`src/rtl/adaptive_delta_pcm_decoder_macros.svh`:
```
// ---------------------------------------------------------------------------
// Assertion macros for the ADPCM-B decoder
// Clocked, reset-qualified concurrent assertion helpers.
// ---------------------------------------------------------------------------
`ifndef ADAPTIVE_DELTA_PCM_DECODER_MACROS_SVH
`define ADAPTIVE_DELTA_PCM_DECODER_MACROS_SVH

// Property that must hold at every clock edge out of reset.
`define ADPCMB_ASSERT_ALWAYS(name, clk, rstn, prop, msg) \
    name: assert property (@(posedge clk) disable iff (!rstn) (prop)) else $error(msg);

// Consequent must hold in the cycle after the antecedent.
`define ADPCMB_ASSERT_NEXT(name, clk, rstn, ante, cons, msg) \
    name: assert property (@(posedge clk) disable iff (!rstn) (ante) |=> (cons)) \
        else $error(msg);

`endif

```
`src/rtl/adpcmb_pkg.sv`:
```
// ---------------------------------------------------------------------------
// adpcmb_pkg
// Types, constants and the step factor table of the ADPCM-B decoder.
// ---------------------------------------------------------------------------
package adpcmb_pkg;

    localparam logic [14:0] STEP_MIN = 15'd127;
    localparam logic [14:0] STEP_MAX = 15'd24576;

    // Configuration register indexes
    localparam logic [1:0] REG_STEREO_MODE  = 2'd0;
    localparam logic [1:0] REG_VOLUME_LEFT  = 2'd1;
    localparam logic [1:0] REG_VOLUME_RIGHT = 2'd2;

    typedef struct packed {
        logic [7:0] code_byte;
        logic       end_of_block;
    } in_item_t;

    typedef struct packed {
        logic signed [15:0] sample_first;
        logic signed [15:0] sample_second;
        logic signed [23:0] scaled_first;
        logic signed [23:0] scaled_second;
        logic               block_done;
    } out_item_t;

    // Per-channel decoder state
    typedef struct packed {
        logic signed [15:0] pred;
        logic [14:0]        step;
    } ch_state_t;

    function automatic logic [7:0] step_factor(input logic [2:0] mag);
        logic [7:0] f;
        unique case (mag)
            3'd0, 3'd1, 3'd2, 3'd3: f = 8'd57;
            3'd4:                   f = 8'd77;
            3'd5:                   f = 8'd102;
            3'd6:                   f = 8'd128;
            default:                f = 8'd153;
        endcase
        return f;
    endfunction

endpackage

```
`src/rtl/adaptive_delta_pcm_decoder.sv`:
```
// ---------------------------------------------------------------------------
// adaptive_delta_pcm_decoder
// ADPCM-B decoder: one byte of two 4-bit codes in, two samples and their
// volume-scaled copies out, using one shared decode unit and one multiplier.
// ---------------------------------------------------------------------------
//  Channel | Ports                               | Moves
//  --------+-------------------------------------+------------------------------
//  input   | s_valid, s_ready, s_data            | one code byte per request
//  result  | m_valid, m_ready, m_data            | two samples plus scaled copies
//  config  | cfg_valid, cfg_ready, cfg_index/data| one register write per request
//
//  An item passes through accept, high nibble, low nibble and scale before the next
//  request is accepted; the single decode unit and single multiplier are shared by
//  these steps. The result register is loaded in the scale step once it is free.
//  Reset (aresetn low, synchronous) clears predictors to 0, steps to 127,
//  mono mode and unity volumes. A stalled result holds in the output register;
//  the next request is taken meanwhile and waits in the scale step if needed.
// ---------------------------------------------------------------------------
`include "adaptive_delta_pcm_decoder_macros.svh"

module adaptive_delta_pcm_decoder (
    input  logic                  aclk,
    input  logic                  aresetn,
    input  logic                  s_valid,
    output logic                  s_ready,
    input  adpcmb_pkg::in_item_t  s_data,
    output logic                  m_valid,
    input  logic                  m_ready,
    output adpcmb_pkg::out_item_t m_data,
    input  logic                  cfg_valid,
    output logic                  cfg_ready,
    input  logic [1:0]            cfg_index,
    input  logic [7:0]            cfg_data
);
    import adpcmb_pkg::*;

    // Sequencer codes
    localparam logic [1:0] ST_IDLE   = 2'd0;
    localparam logic [1:0] ST_DEC_HI = 2'd1;
    localparam logic [1:0] ST_DEC_LO = 2'd2;
    localparam logic [1:0] ST_SCALE  = 2'd3;

    logic [1:0] state_reg, state_next;

    // Configuration registers
    logic       stereo_mode_reg;
    logic [7:0] volume_left_reg;
    logic [7:0] volume_right_reg;

    // Item in flight
    in_item_t   item_reg;
    logic       mode_reg;
    logic signed [15:0] sample_a_reg;
    logic signed [15:0] sample_b_reg;
    logic signed [23:0] scaled_a_reg;

    // Channel state
    ch_state_t  ch0_reg;
    ch_state_t  ch1_reg;

    // Result register
    out_item_t  out_reg;
    logic       out_valid_reg, out_valid_next;

    // Shared unit hookup
    ch_state_t  unit_cur;
    ch_state_t  unit_upd;
    logic [3:0] unit_code;
    logic       use_ch1;
    logic signed [15:0] mul_sample;
    logic [7:0]         mul_volume;
    logic signed [23:0] mul_result;

    logic in_fire;
    logic out_fire;
    logic load_out;

    assign s_ready   = (state_reg == ST_IDLE);
    assign cfg_ready = 1'b1;
    assign m_valid   = out_valid_reg;
    assign m_data    = out_reg;

    assign in_fire  = s_valid && s_ready;
    assign out_fire = out_valid_reg && m_ready;
    // Move the finished item into the result register once it is free.
    assign load_out = (state_reg == ST_SCALE) && (!out_valid_reg || m_ready);

    // Stereo: low nibble goes to channel 1; mono keeps everything on channel 0.
    assign use_ch1   = (state_reg == ST_DEC_LO) && mode_reg;
    assign unit_cur  = use_ch1 ? ch1_reg : ch0_reg;
    assign unit_code = (state_reg == ST_DEC_HI) ? item_reg.code_byte[7:4]
                                                : item_reg.code_byte[3:0];

    adpcmb_nibble_unit u_nibble (
        .cur  (unit_cur),
        .code (unit_code),
        .upd  (unit_upd)
    );

    // Multiplier: first sample during the low-nibble step, second in the scale step.
    assign mul_sample = (state_reg == ST_SCALE) ? sample_b_reg : sample_a_reg;
    assign mul_volume = ((state_reg == ST_SCALE) && mode_reg) ? volume_right_reg
                                                              : volume_left_reg;

    adpcmb_scaler u_scaler (
        .sample (mul_sample),
        .volume (mul_volume),
        .scaled (mul_result)
    );

    always_comb begin
        state_next = state_reg;
        unique case (state_reg)
            ST_IDLE: begin
                if (in_fire) begin
                    state_next = ST_DEC_HI;
                end
            end
            ST_DEC_HI: state_next = ST_DEC_LO;
            ST_DEC_LO: state_next = ST_SCALE;
            ST_SCALE: begin
                if (load_out) begin
                    state_next = ST_IDLE;
                end
            end
            default: state_next = ST_IDLE;
        endcase
    end

    always_comb begin
        out_valid_next = out_valid_reg;
        priority if (load_out) begin
            out_valid_next = 1'b1;
        end else if (out_fire) begin
            out_valid_next = 1'b0;
        end
    end

    // Control and state registers
    always_ff @(posedge aclk) begin
        if (!aresetn) begin
            state_reg        <= ST_IDLE;
            out_valid_reg    <= 1'b0;
            stereo_mode_reg  <= 1'b0;
            volume_left_reg  <= 8'd1;
            volume_right_reg <= 8'd1;
            ch0_reg          <= '{pred: 16'sd0, step: STEP_MIN};
            ch1_reg          <= '{pred: 16'sd0, step: STEP_MIN};
        end else begin
            state_reg     <= state_next;
            out_valid_reg <= out_valid_next;

            // Ignore writes to indexes past the register list.
            if (cfg_valid && cfg_ready) begin
                unique case (cfg_index)
                    REG_STEREO_MODE:  stereo_mode_reg  <= cfg_data[0];
                    REG_VOLUME_LEFT:  volume_left_reg  <= cfg_data;
                    REG_VOLUME_RIGHT: volume_right_reg <= cfg_data;
                    default: ;
                endcase
            end

            // Write back whichever channel the shared unit worked on.
            if (state_reg == ST_DEC_HI || state_reg == ST_DEC_LO) begin
                if (use_ch1) begin
                    ch1_reg <= unit_upd;
                end else begin
                    ch0_reg <= unit_upd;
                end
            end
        end
    end

    // Payload registers
    always_ff @(posedge aclk) begin
        if (in_fire) begin
            item_reg <= s_data;
            mode_reg <= stereo_mode_reg;
        end
        if (state_reg == ST_DEC_HI) begin
            sample_a_reg <= unit_upd.pred;
        end
        if (state_reg == ST_DEC_LO) begin
            sample_b_reg <= unit_upd.pred;
            scaled_a_reg <= mul_result;
        end
        if (load_out) begin
            out_reg.sample_first  <= sample_a_reg;
            out_reg.sample_second <= sample_b_reg;
            out_reg.scaled_first  <= scaled_a_reg;
            out_reg.scaled_second <= mul_result;
            out_reg.block_done    <= item_reg.end_of_block;
        end
    end

    // Checks
    `ADPCMB_ASSERT_NEXT(a_accept_starts_decode, aclk, aresetn, in_fire, state_reg == ST_DEC_HI, "accepted request did not start decode")
    `ADPCMB_ASSERT_ALWAYS(a_step_in_range, aclk, aresetn, ch0_reg.step >= STEP_MIN && ch0_reg.step <= STEP_MAX && ch1_reg.step >= STEP_MIN && ch1_reg.step <= STEP_MAX, "step size out of range")
    `ADPCMB_ASSERT_NEXT(a_scale_waits, aclk, aresetn, state_reg == ST_SCALE && out_valid_reg && !m_ready, state_reg == ST_SCALE && out_valid_reg, "finished item dropped while result stalled")

endmodule

```
`src/rtl/adpcmb_nibble_unit.sv`:
```
// ---------------------------------------------------------------------------
// adpcmb_nibble_unit
// Shared decode unit: applies one 4-bit code to one channel's state.
// ---------------------------------------------------------------------------
module adpcmb_nibble_unit (
    input  adpcmb_pkg::ch_state_t cur,
    input  logic [3:0]            code,
    output adpcmb_pkg::ch_state_t upd
);
    import adpcmb_pkg::*;

    logic [2:0]         mag;
    logic [3:0]         mult;
    logic [18:0]        diff_prod;
    logic [15:0]        diff;
    logic signed [17:0] pred_wide;
    logic signed [17:0] diff_wide;
    logic signed [17:0] pred_sum;
    logic [22:0]        step_prod;
    logic [16:0]        step_raw;

    assign mag       = code[2:0];
    assign mult      = {mag, 1'b1};
    assign diff_prod = 19'(mult) * 19'(cur.step);
    assign diff      = diff_prod[18:3];
    assign pred_wide = 18'(cur.pred);
    assign diff_wide = $signed({2'b00, diff});
    assign pred_sum  = code[3] ? (pred_wide - diff_wide) : (pred_wide + diff_wide);

    assign step_prod = 23'(cur.step) * 23'(step_factor(mag));
    assign step_raw  = step_prod[22:6];

    always_comb begin
        priority if (pred_sum < -18'sd32768) begin
            upd.pred = -16'sd32768;
        end else if (pred_sum > 18'sd32767) begin
            upd.pred = 16'sd32767;
        end else begin
            upd.pred = pred_sum[15:0];
        end

        priority if (step_raw < 17'(STEP_MIN)) begin
            upd.step = STEP_MIN;
        end else if (step_raw > 17'(STEP_MAX)) begin
            upd.step = STEP_MAX;
        end else begin
            upd.step = step_raw[14:0];
        end
    end

endmodule

```
`src/rtl/adpcmb_scaler.sv`:
```
// ---------------------------------------------------------------------------
// adpcmb_scaler
// Shared volume multiplier: signed sample times unsigned volume.
// ---------------------------------------------------------------------------
module adpcmb_scaler (
    input  logic signed [15:0] sample,
    input  logic [7:0]         volume,
    output logic signed [23:0] scaled
);
    logic signed [24:0] product;

    assign product = 25'(sample) * $signed({17'd0, volume});
    assign scaled  = product[23:0];

endmodule
```
`config.mk`:
```
export PLATFORM = sky130hd
export DESIGN_NAME = adaptive_delta_pcm_decoder
export DESIGN_NICKNAME = d
export VERILOG_FILES = /design/src/rtl/adpcmb_pkg.sv /design/src/rtl/adaptive_delta_pcm_decoder.sv /design/src/rtl/adpcmb_nibble_unit.sv /design/src/rtl/adpcmb_scaler.sv
export VERILOG_INCLUDE_DIRS = /design/src /design/src/rtl
export SDC_FILE = /design/constraint.sdc
export NUM_CORES = 1
export LEC_CHECK = 0
export ABC_AREA = 1
export BUFFER_PORTS_ARGS = -buffer_cell sky130_fd_sc_hd__buf_2
export CORE_ASPECT_RATIO = 2
export CORE_MARGIN = 5
export CORE_UTILIZATION = 60
export DETAILED_ROUTE_END_ITERATION = 6
export PLACE_DENSITY = 0.78
export SYNTH_ARGS = -nofsm -noshare
export SYNTH_HDL_FRONTEND = slang
export SYNTH_HIERARCHICAL = 1
export SYNTH_SLANG_ARGS = --single-unit
```
`constraint.sdc`:
```
create_clock -name aclk -period 8.6 [get_ports aclk]
set_input_delay 0.86 -clock aclk [delete_from_list [all_inputs] [get_ports aclk]]
set_output_delay 0.86 -clock aclk [all_outputs]
set_load 0.02 [all_outputs]
```
==> results of run 1 <==
path summary, 6_finish.rpt:
kind                   startpoint          end
setup reg to reg     state_reg[1]  ch0_reg[10]
setup / recovery     state_reg[1]  ch0_reg[10]
hold / removal    scaled_a_reg[3]   m_data[28]
hold reg to reg   scaled_a_reg[3]   m_data[28]
kinds of logic (layout without fill, tap and decap cells):
family | count (synthesis) | count (layout)
muxes | 16 | 16
buffers and inverters | 641 | 714
adders and majority gates | 336 | 336
other | 1 | 1
and+or+nand+nor | 1045 | 1045
xor gates and xnor gates | 60 | 60
DFF | 229 | 229
AOI/OAI and AO/OA | 187 | 187
layout by cell type, fill, tap and decap left out, types with 2 or more instances in the layout:
cell and instances:
a21o_1 10, a21oi_1 81, a21oi_2 13, a31oi_1 4, and2_1 2, buf_2 106, buf_4 16, clkbuf_1 2
clkbuf_16 19, clkbuf_8 2, clkinv_1 4, clkinv_2 3, dfxtp_1 82, edfxtp_1 147, fa_1 204, ha_1 131
inv_1 552, inv_2 5, inv_6 2, mux2_2 16, nand2_1 656, nand2_2 17, nand2_4 6, nand3_1 92
nand3_2 10, nand3b_1 15, nand4_1 18, nor2_1 202, nor2_2 6, nor2_4 6, nor3_1 10, nor3_2 2
o211ai_1 3, o21ai_0 51, o21ai_1 9, o21bai_1 6, o31ai_1 5, xnor2_1 27, xor2_1 33
stage by stage:
stage                     hold WS [ns]  setup WS, ns  utilization, %  instances
after global routing            0.4248        0.3101           64.92       3024
after floorplan                 0.4003         1.347               -       2515
final                           0.4202        0.9186           64.92       3024
after global placement          0.4015         1.155           63.21       2991
after detailed placement        0.4045         1.046           63.21       2991
after CTS                       0.4215         1.027           64.92       3024
layout make-up:
| cell class | instances | area [µm²] |
|---|---|---|
| multi-input cells | 1645 | 11910 |
| clock inverters | 10 | 63.81 |
| clock buffers | 23 | 510.5 |
| inverters | 559 | 2101 |
| flip-flops and latches | 229 | 6056 |
| well taps | 436 | 545.5 |
| repair buffers | 122 | 650.6 |
| fillers | 2829 | 11800 |
metal layers:
metal,vias to the layer above,GRT usage (%)
met5,-,0
met4,0,18.91
met3,230,1.961
met2,560,56.63
met1,7834,23.73
li1,7741,-
==> results.md, run 1 <==
* Status: finished clean
* Die area at 0.03810 mm²
* Post-synth EDFFs at 147
* Startpoint Class: flop
* Grt ovf at 0
* Avg Cell Area, Syn at 8.132 µm²
* Reg2reg setup slack at 0.92 ns
* First-pass GRT wire length at 83.76 mm
* Post-synthesis mux area share at 0.8809%
* Vias in the first global route at 17.33k
* Clock slew at reported path FFs at 0.07 ns
* Worst Path Class, Setup: reg -> reg
* DR iter-0 viols at 790
* Clk root buf: clkbuf_16
* Post_cts resized at 0
* Compound-Gate Fraction of Synth Area at 5.243%
* Die extent in x at 140.6 µm
* Max reg flops at 81
* Post-detailed-route count of antenna-violating nets at 0
* Cells after synthesis at 2515
* Share of cells above drive strength 1 at 9.119%
* P&R area growth vs syn at 6.772%
* Num ports at 108
* CTS buffer count at 19
* Met2 wire len at 30.22 mm
* Max-slew violation count at 0
* Post-layout min period at 7.681 ns
* H-tree depth at 1
* GRT Overall Usage at 27.47%
* Diode count at 0
* Synth Area in Adders at 28.04%
* Synth top area share at 21.58%
* Final net count at 2936
* Site Rows at 95
* Top Layer Used: met4
* Arrival time worst endpoint at 8.13 ns
* Vias at 16.37k
* Final HPWL DP at 43.65 mm
* Mapped Nets at 2875
* Reg2Reg Depth at 30
* Vias per cell at 5.412
* Area after DPL at 0.02126 mm²
* Largest cells by area after synthesis: edfxtp_1, fa_1, nand2_1
* Worst path bufs/invs at 5
* Clock latency on the worst-skew pair at 0.51 ns
* Seq cells post-synth at 229
* Clock tree buffer depth at 3
* Prevailing post-synth register cell: edfxtp_1
* Slowest CP cell: fa_1
* Post-synth top area cell: edfxtp_1
* DRT Wirelength at 51.99 mm
* M1 wire length at 15.68 mm
* Post-synthesis sequential area ratio at 29.61%
* Synth warn at 6
* Crit Path Max Fanout at 13
* Hold buffer count at CTS at 0
* Remaining DRCs at 0
* # clock sinks at 229
* Critical Path End Type: flop
* Cell depth of the worst setup path at 30
* Antenna violations before repair at 0
* Slowest cell delay on critical path at 0.58 ns
* Core Box Area at 0.03364 mm²
* Crit path max-delay family: adder cells
* CTS tree: built
* # setup viols final at 0
* IO buf count at 106
* Crit-path most repeated cell: nand2_1
* Synth async-reset ratio at 0%
* Detailed-route wire length per cell at 17.19 µm
* Fin area at 0.02184 mm²
* Min-Delay Path Depth at 0
* Unrepaired setup endpoints after global routing: no
* Die H at 271.1 µm
* Largest net degree at the start of global routing at 82
* Setup TNS at 0 ns
* Most common cell in the synthesized netlist: nand2_1
* Setup Skew at 0.01549 ns
* Maxcap violations at 0
* Least-Margin Pin Slew at 1.046 ns
* Met3 WL post-DR at 1.828 mm
* Required time of the critical path at 9.05 ns
* Final hold violations at 0
* Initial Util at 60.80%
* Synth Area in Simple Gates at 21.43%
* Fmax achieved at 130.2 MHz
* Gp weighted congestion at 1.028
* Max-slew headroom at 30.29%
* Post-CTS Setup Bufs at 0
* Worst min-delay path category: reg -> reg
* Post-Synth XOR/XNOR Area at 2.569%
* Largest family of logic cells by synthesized area: adder cells
* Drt first pass iters at 5
* Post-synth top cells: nand2_1, inv_1, fa_1
* Netlist Area Pre-Place at 0.02045 mm²
* Period utilization at 89.32%
* Unique cell type count in the Yosys netlist at 47
Power of run 1 is left out: the tool's default activity adds up to more than one toggle a clock period on the data nets, which glitch-free logic cannot reach.
==> run 2: changes to the inputs <==
- CORE_ASPECT_RATIO: 2 -> default
- GPL_TIMING_DRIVEN: default -> 1
==> results.md, run 2 (synthesis gave the netlist of run 1 again) <==
* Status: finished clean (unchanged)
* H-tree depth at 1 (unchanged)
* Remaining DRCs at 0 (unchanged)
* GRT Overall Usage at 24.45% (was 27.47%)
* Vias in the first global route at 16.43k (was 17.33k)
* Gp weighted congestion at 0.9360 (was 1.028)
* Arrival time worst endpoint at 8.19 ns (was 8.13 ns)
* # setup viols final at 0 (unchanged)
* Footprint of the multi-input gates at 0.01191 mm² (unchanged)
* Area after DPL at 0.02129 mm² (was 0.02126 mm²)
* Drt first pass iters at 6 (was 5)
* Worst min-delay path category: reg -> reg (unchanged)
* Reg2reg setup slack at 0.84 ns (was 0.92 ns)
* # clock sinks at 229 (unchanged)
* P&R area growth vs syn at 7.708% (was 6.772%)
* DR iter-0 viols at 1145 (was 790)
* DRT Wirelength at 46.30 mm (was 51.99 mm)
* Storage element area at 0.006056 mm² (unchanged)
* Required time of the critical path at 9.04 ns (was 9.05 ns)
* Least-Margin Pin Slew at 0.9465 ns (was 1.046 ns)
* Setup TNS at 0 ns (unchanged)
* Crit-path most repeated cell: nand2_1 (unchanged)
* Vias per cell at 5.249 (was 5.412)
* Clock latency on the worst-skew pair at 0.52 ns (was 0.51 ns)
* Max reg flops at 81 (unchanged)
* Vias at 15.99k (was 16.37k)
* Worst Path Class, Setup: reg -> reg (unchanged)
* Final HPWL DP at 37.32 mm (was 43.65 mm)
* Die extent in x at 194.6 µm (was 140.6 µm)
* Largest net degree at the start of global routing at 76 (was 82)
* Fin area at 0.02203 mm² (was 0.02184 mm²)
* Clk root buf: clkbuf_16 (unchanged)
* Post-layout min period at 7.757 ns (was 7.681 ns)
* CTS tree: built (unchanged)
* Startpoint Class: flop (unchanged)
* Min-Delay Path Depth at 0 (unchanged)
* Clock tree buffer depth at 3 (unchanged)
* Share of cells above drive strength 1 at 9.430% (was 9.119%)
* Core Box Area at 0.03362 mm² (was 0.03364 mm²)
* Num ports at 108 (unchanged)
* Antenna violations before repair at 0 (unchanged)
* Final net count at 2941 (was 2936)
* Die H at 194.6 µm (was 271.1 µm)
* Worst Hold Path EP: m_data[28] (unchanged)
* Final hold violations at 0 (unchanged)
* Hold Path Origin: scaled_a_reg[3] (unchanged)
* Clock slew at reported path FFs at 0.06 ns (was 0.07 ns)
* Slowest CP cell: fa_1 (unchanged)
* Maxcap violations at 0 (unchanged)
* Reg2Reg Depth at 32 (was 30)
* Period utilization at 90.20% (was 89.32%)
* Layout Utilization at 65.53% (was 64.92%)
* Post_cts resized at 0 (unchanged)
* Slowest cell delay on critical path at 0.50 ns (was 0.58 ns)
* Grt ovf at 0 (unchanged)
* Crit Path Max Fanout at 15 (was 13)
* Detailed-route wire length per cell at 15.20 µm (was 17.19 µm)
* Post-CTS Setup Bufs at 0 (unchanged)
* Max-slew violation count at 0 (unchanged)
* CTS buffer count at 23 (was 19)
* Fillcell total at 2776 (was 2829)
* Unrepaired setup endpoints after global routing: no (unchanged)
* R2r startpoint: state_reg[1] (unchanged)
* IO buf count at 106 (unchanged)
* Hold buffer count at CTS at 0 (unchanged)
* Post-detailed-route count of antenna-violating nets at 0 (unchanged)
* Site Rows at 67 (was 95)
* Max-slew headroom at 36.90% (was 30.29%)
* Most frequent cells in the layout: nand2_1, inv_1, fa_1 (unchanged)
* Most common cell after layout, fill and taps aside: nand2_1 (unchanged)
* Die area at 0.03788 mm² (was 0.03810 mm²)
* Diode count at 0 (unchanged)
* Setup Skew at 0.02168 ns (was 0.01549 ns)
* Critical Path End Type: flop (unchanged)
* Reg-to-reg endpoint: ch0_reg[3] (was ch0_reg[10])
* Fmax achieved at 128.9 MHz (was 130.2 MHz)
* Initial Util at 60.84% (was 60.80%)
* First-pass GRT wire length at 78.14 mm (was 83.76 mm)
## run 2: metal layers
layer	track usage (%)	vias to the layer above	wire (µm)
met2	43.98	438	23370
met4	7.760	0	1409
met5	0	-	0
met3	2.268	104	2277
li1	-	7756	-
met1	31.30	7691	19250
## run 2: worst max path at each step
stage | end | startpoint | cells after the start | slack [ns]
3_5_place_dp | ch0_reg[3] | state_reg[1] | 32 | 0.97
6_report | ch0_reg[3] | state_reg[1] | 32 | 0.84
4_1_cts | ch0_reg[3] | state_reg[1] | 32 | 0.94
2_1_floorplan | ch0_reg[24] | state_reg[0] | 39 | 1.35
3_3_place_gp | ch1_reg[3] | state_reg[1] | 31 | 1.18
5_1_grt | ch1_reg[4] | state_reg[1] | 30 | 0.30
## run 2: per-stage QoR
stage          instances  hold slack, ns  setup slack (ns)
2_1_floorplan       2515          0.4003             1.347
6_report            3046          0.4122            0.8431
4_1_cts             3046          0.4145            0.9352
3_5_place_dp        3004          0.4057            0.9694
5_1_grt             3046          0.4241            0.3029
3_3_place_gp        3004          0.4009             1.177
## run 2: worst max-delay path, delay by kind of cell (launching register included)
kind | cells | cell delay [ns]
AO/OA/AOI/OAI | 5 | 1.19
buffers and inverters | 7 | 1.19
AND/OR/NAND/NOR | 13 | 2.04
XOR/XNOR | 1 | 0.26
flip-flops | 1 | 0.43
adder cells (fa/ha/maj) | 6 | 2.56
## run 2: area by class of cell
type                            instances  area share [%]
Multi-Input combinational cell       1645           54.07
Clock inverter                         11          0.3408
Clock buffer                           31           3.033
Sequential cell                       229           27.49
Tap cell                              448           2.545
Inverter                              559           9.537
Timing Repair Buffer                  123           2.988
Power of run 2 is left out for the same reason.
==> run 3: changes to the inputs <==
- BUFFER_PORTS_ARGS: -buffer_cell sky130_fd_sc_hd__buf_2 -> default
- DONT_BUFFER_PORTS: default -> 1
- PLACE_DENSITY: 0.78 -> 0.76
==> results.md, run 3 (synthesis gave the netlist of run 1 again) <==
* Status: finished clean (unchanged)
* Layout Utilization at 63.93% (was 65.53%)
* DR iter-0 viols at 1097 (was 1145)
* Met2 usage at 45.47% (was 43.98%)
* Final HPWL DP at 38.06 mm (was 37.32 mm)
* Vias per cell at 5.287 (was 5.249)
* Maxcap violations at 0 (unchanged)
* Unrepaired setup endpoints after global routing: no (unchanged)
* Most common cell after layout, fill and taps aside: nand2_1 (unchanged)
* Slowest cell delay on critical path at 0.58 ns (was 0.50 ns)
* CTS buffer count at 23 (unchanged)
* Max reg flops at 81 (unchanged)
* Die area at 0.03788 mm² (unchanged)
* First-pass GRT wire length at 78.74 mm (was 78.14 mm)
* Met1 Track Usage GR at 32.03% (was 31.30%)
* CTS tree: built (unchanged)
* Most frequent cells in the layout: nand2_1, inv_1, fa_1 (unchanged)
* Setup TNS at 0 ns (unchanged)
* Share of cells above drive strength 1 at 5.594% (was 9.430%)
* Worst Hold Path EP: m_data[30] (was m_data[28])
* Max-slew headroom at 35.92% (was 36.90%)
* Worst Path Class, Setup: reg -> reg (unchanged)
* Drt first pass iters at 5 (was 6)
* Hold Path Origin: scaled_a_reg[5] (was scaled_a_reg[3])
* Grt ovf at 0 (unchanged)
* Initial Util at 60.84% (unchanged)
* Max-slew violation count at 0 (unchanged)
* GRT Overall Usage at 25.17% (was 24.45%)
* Met3 Use GR at 2.701% (was 2.268%)
* Die extent in x at 194.6 µm (unchanged)
* Largest net degree at the start of global routing at 76 (unchanged)
* Clock latency on the worst-skew pair at 0.52 ns (about the same)
* Final net count at 2830 (was 2941)
* Worst min-delay path category: reg -> reg (unchanged)
* Clock tree buffer depth at 3 (unchanged)
* Worst Setup SP: state_reg[1] (unchanged)
* Gp weighted congestion at 0.9698 (was 0.9360)
* Diode count at 0 (unchanged)
* Core Box Area at 0.03362 mm² (unchanged)
* Crit-path most repeated cell: nand2_1 (unchanged)
* Remaining DRCs at 0 (unchanged)
* Setup Skew at 0.01433 ns (was 0.02168 ns)
* Clk root buf: clkbuf_16 (unchanged)
* IO buf count at 0 (was 106)
* Fin cells at 2933 (was 3046)
* Arrival time worst endpoint at 8.22 ns (was 8.19 ns)
* Startpoint Class: flop (unchanged)
* Critical Path End Type: flop (unchanged)
* # setup viols final at 0 (unchanged)
* Final hold violations at 0 (unchanged)
* DRT Wirelength at 47.43 mm (was 46.30 mm)
* Vias in the first global route at 15.68k (was 16.43k)
* Reg-to-reg endpoint: ch1_reg[1] (was ch0_reg[3])
* # clock sinks at 229 (unchanged)
* P&R area growth vs syn at 5.072% (was 7.708%)
* Detailed-route wire length per cell at 16.17 µm (was 15.20 µm)
* Post-CTS Setup Bufs at 0 (unchanged)
* Top Usage Layer GRT: met2 (unchanged)
* Vias at 15.51k (was 15.99k)
* Period utilization at 90.15% (was 90.20%)
* Reg2Reg Depth at 30 (was 32)
* H-tree depth at 1 (unchanged)
* Site Rows at 67 (unchanged)
* Reg2reg setup slack at 0.85 ns (was 0.84 ns)
* Required time of the critical path at 9.06 ns (was 9.04 ns)
* Least-Margin Pin Slew at 0.9612 ns (was 0.9465 ns)
* Num ports at 108 (unchanged)
* Die H at 194.6 µm (unchanged)
* Clock slew at reported path FFs at 0.06 ns (about the same)
* Antenna violations before repair at 0 (unchanged)
* R2r startpoint: state_reg[1] (unchanged)
* Fmax achieved at 129.0 MHz (was 128.9 MHz)
* Crit Path Max Fanout at 17 (was 15)
* Post-layout min period at 7.753 ns (was 7.757 ns)
* Slowest CP cell: nand2_1 (was fa_1)
* WHS at 0.4184 ns (was 0.4122 ns)
* Min-Delay Path Depth at 0 (unchanged)
* Post-detailed-route count of antenna-violating nets at 0 (unchanged)
* Placed insts at 2893 (was 3004)
-- run 3: metal layers --
layer	up-vias	wire [µm]
met3	88	2446
met2	457	24030
met4	0	1311
li1	7527	-
met1	7435	19640
met5	-	0
-- run 3: what timing repair did --
item                                    4_1_cts  5_1_grt
hold buffers                                  0        0
endpoints found under the setup margin        0       10
resized for setup                             0        1
-- run 3: area by class of cell --
type                            count  area (µm²)
Clock inverter                     13       136.4
Tap cell                          448       560.5
Clock buffer                       27       633.1
Sequential cell                   229        6056
Timing Repair Buffer               12       90.09
Inverter                          559        2101
Multi-Input combinational cell   1645       11910
Fill cell                        2758       12130
-- run 3: worst max path at each step --
stage	cells past startpoint	slack, ns	endpoint
CTS	30	0.68	ch1_reg[1]
detailed placement	30	0.74	ch1_reg[1]
global route	28	0.15	ch1_reg[1]
floorplan	39	1.35	ch0_reg[24]
global placement	29	0.95	ch1_reg[6]
finish	30	0.85	ch1_reg[1]
-- run 3: per-stage QoR --
stage	cell area, µm²	setup slack [ns]
after floorplan	20450	1.347
after global placement	20720	0.9463
after detailed placement	20720	0.7449
after CTS	21490	0.6775
after global routing	21490	0.1481
final	21490	0.8470
-- run 3: critical path, delay by kind of cell (launching register included) --
family	cells	cell delay (ns)
compound gates	4	0.98
simple gates	14	2.67
buf+inv	5	0.63
xor+xnor	1	0.21
flops	1	0.43
fa+ha+maj	6	2.75
Power of run 3 is left out for the same reason.
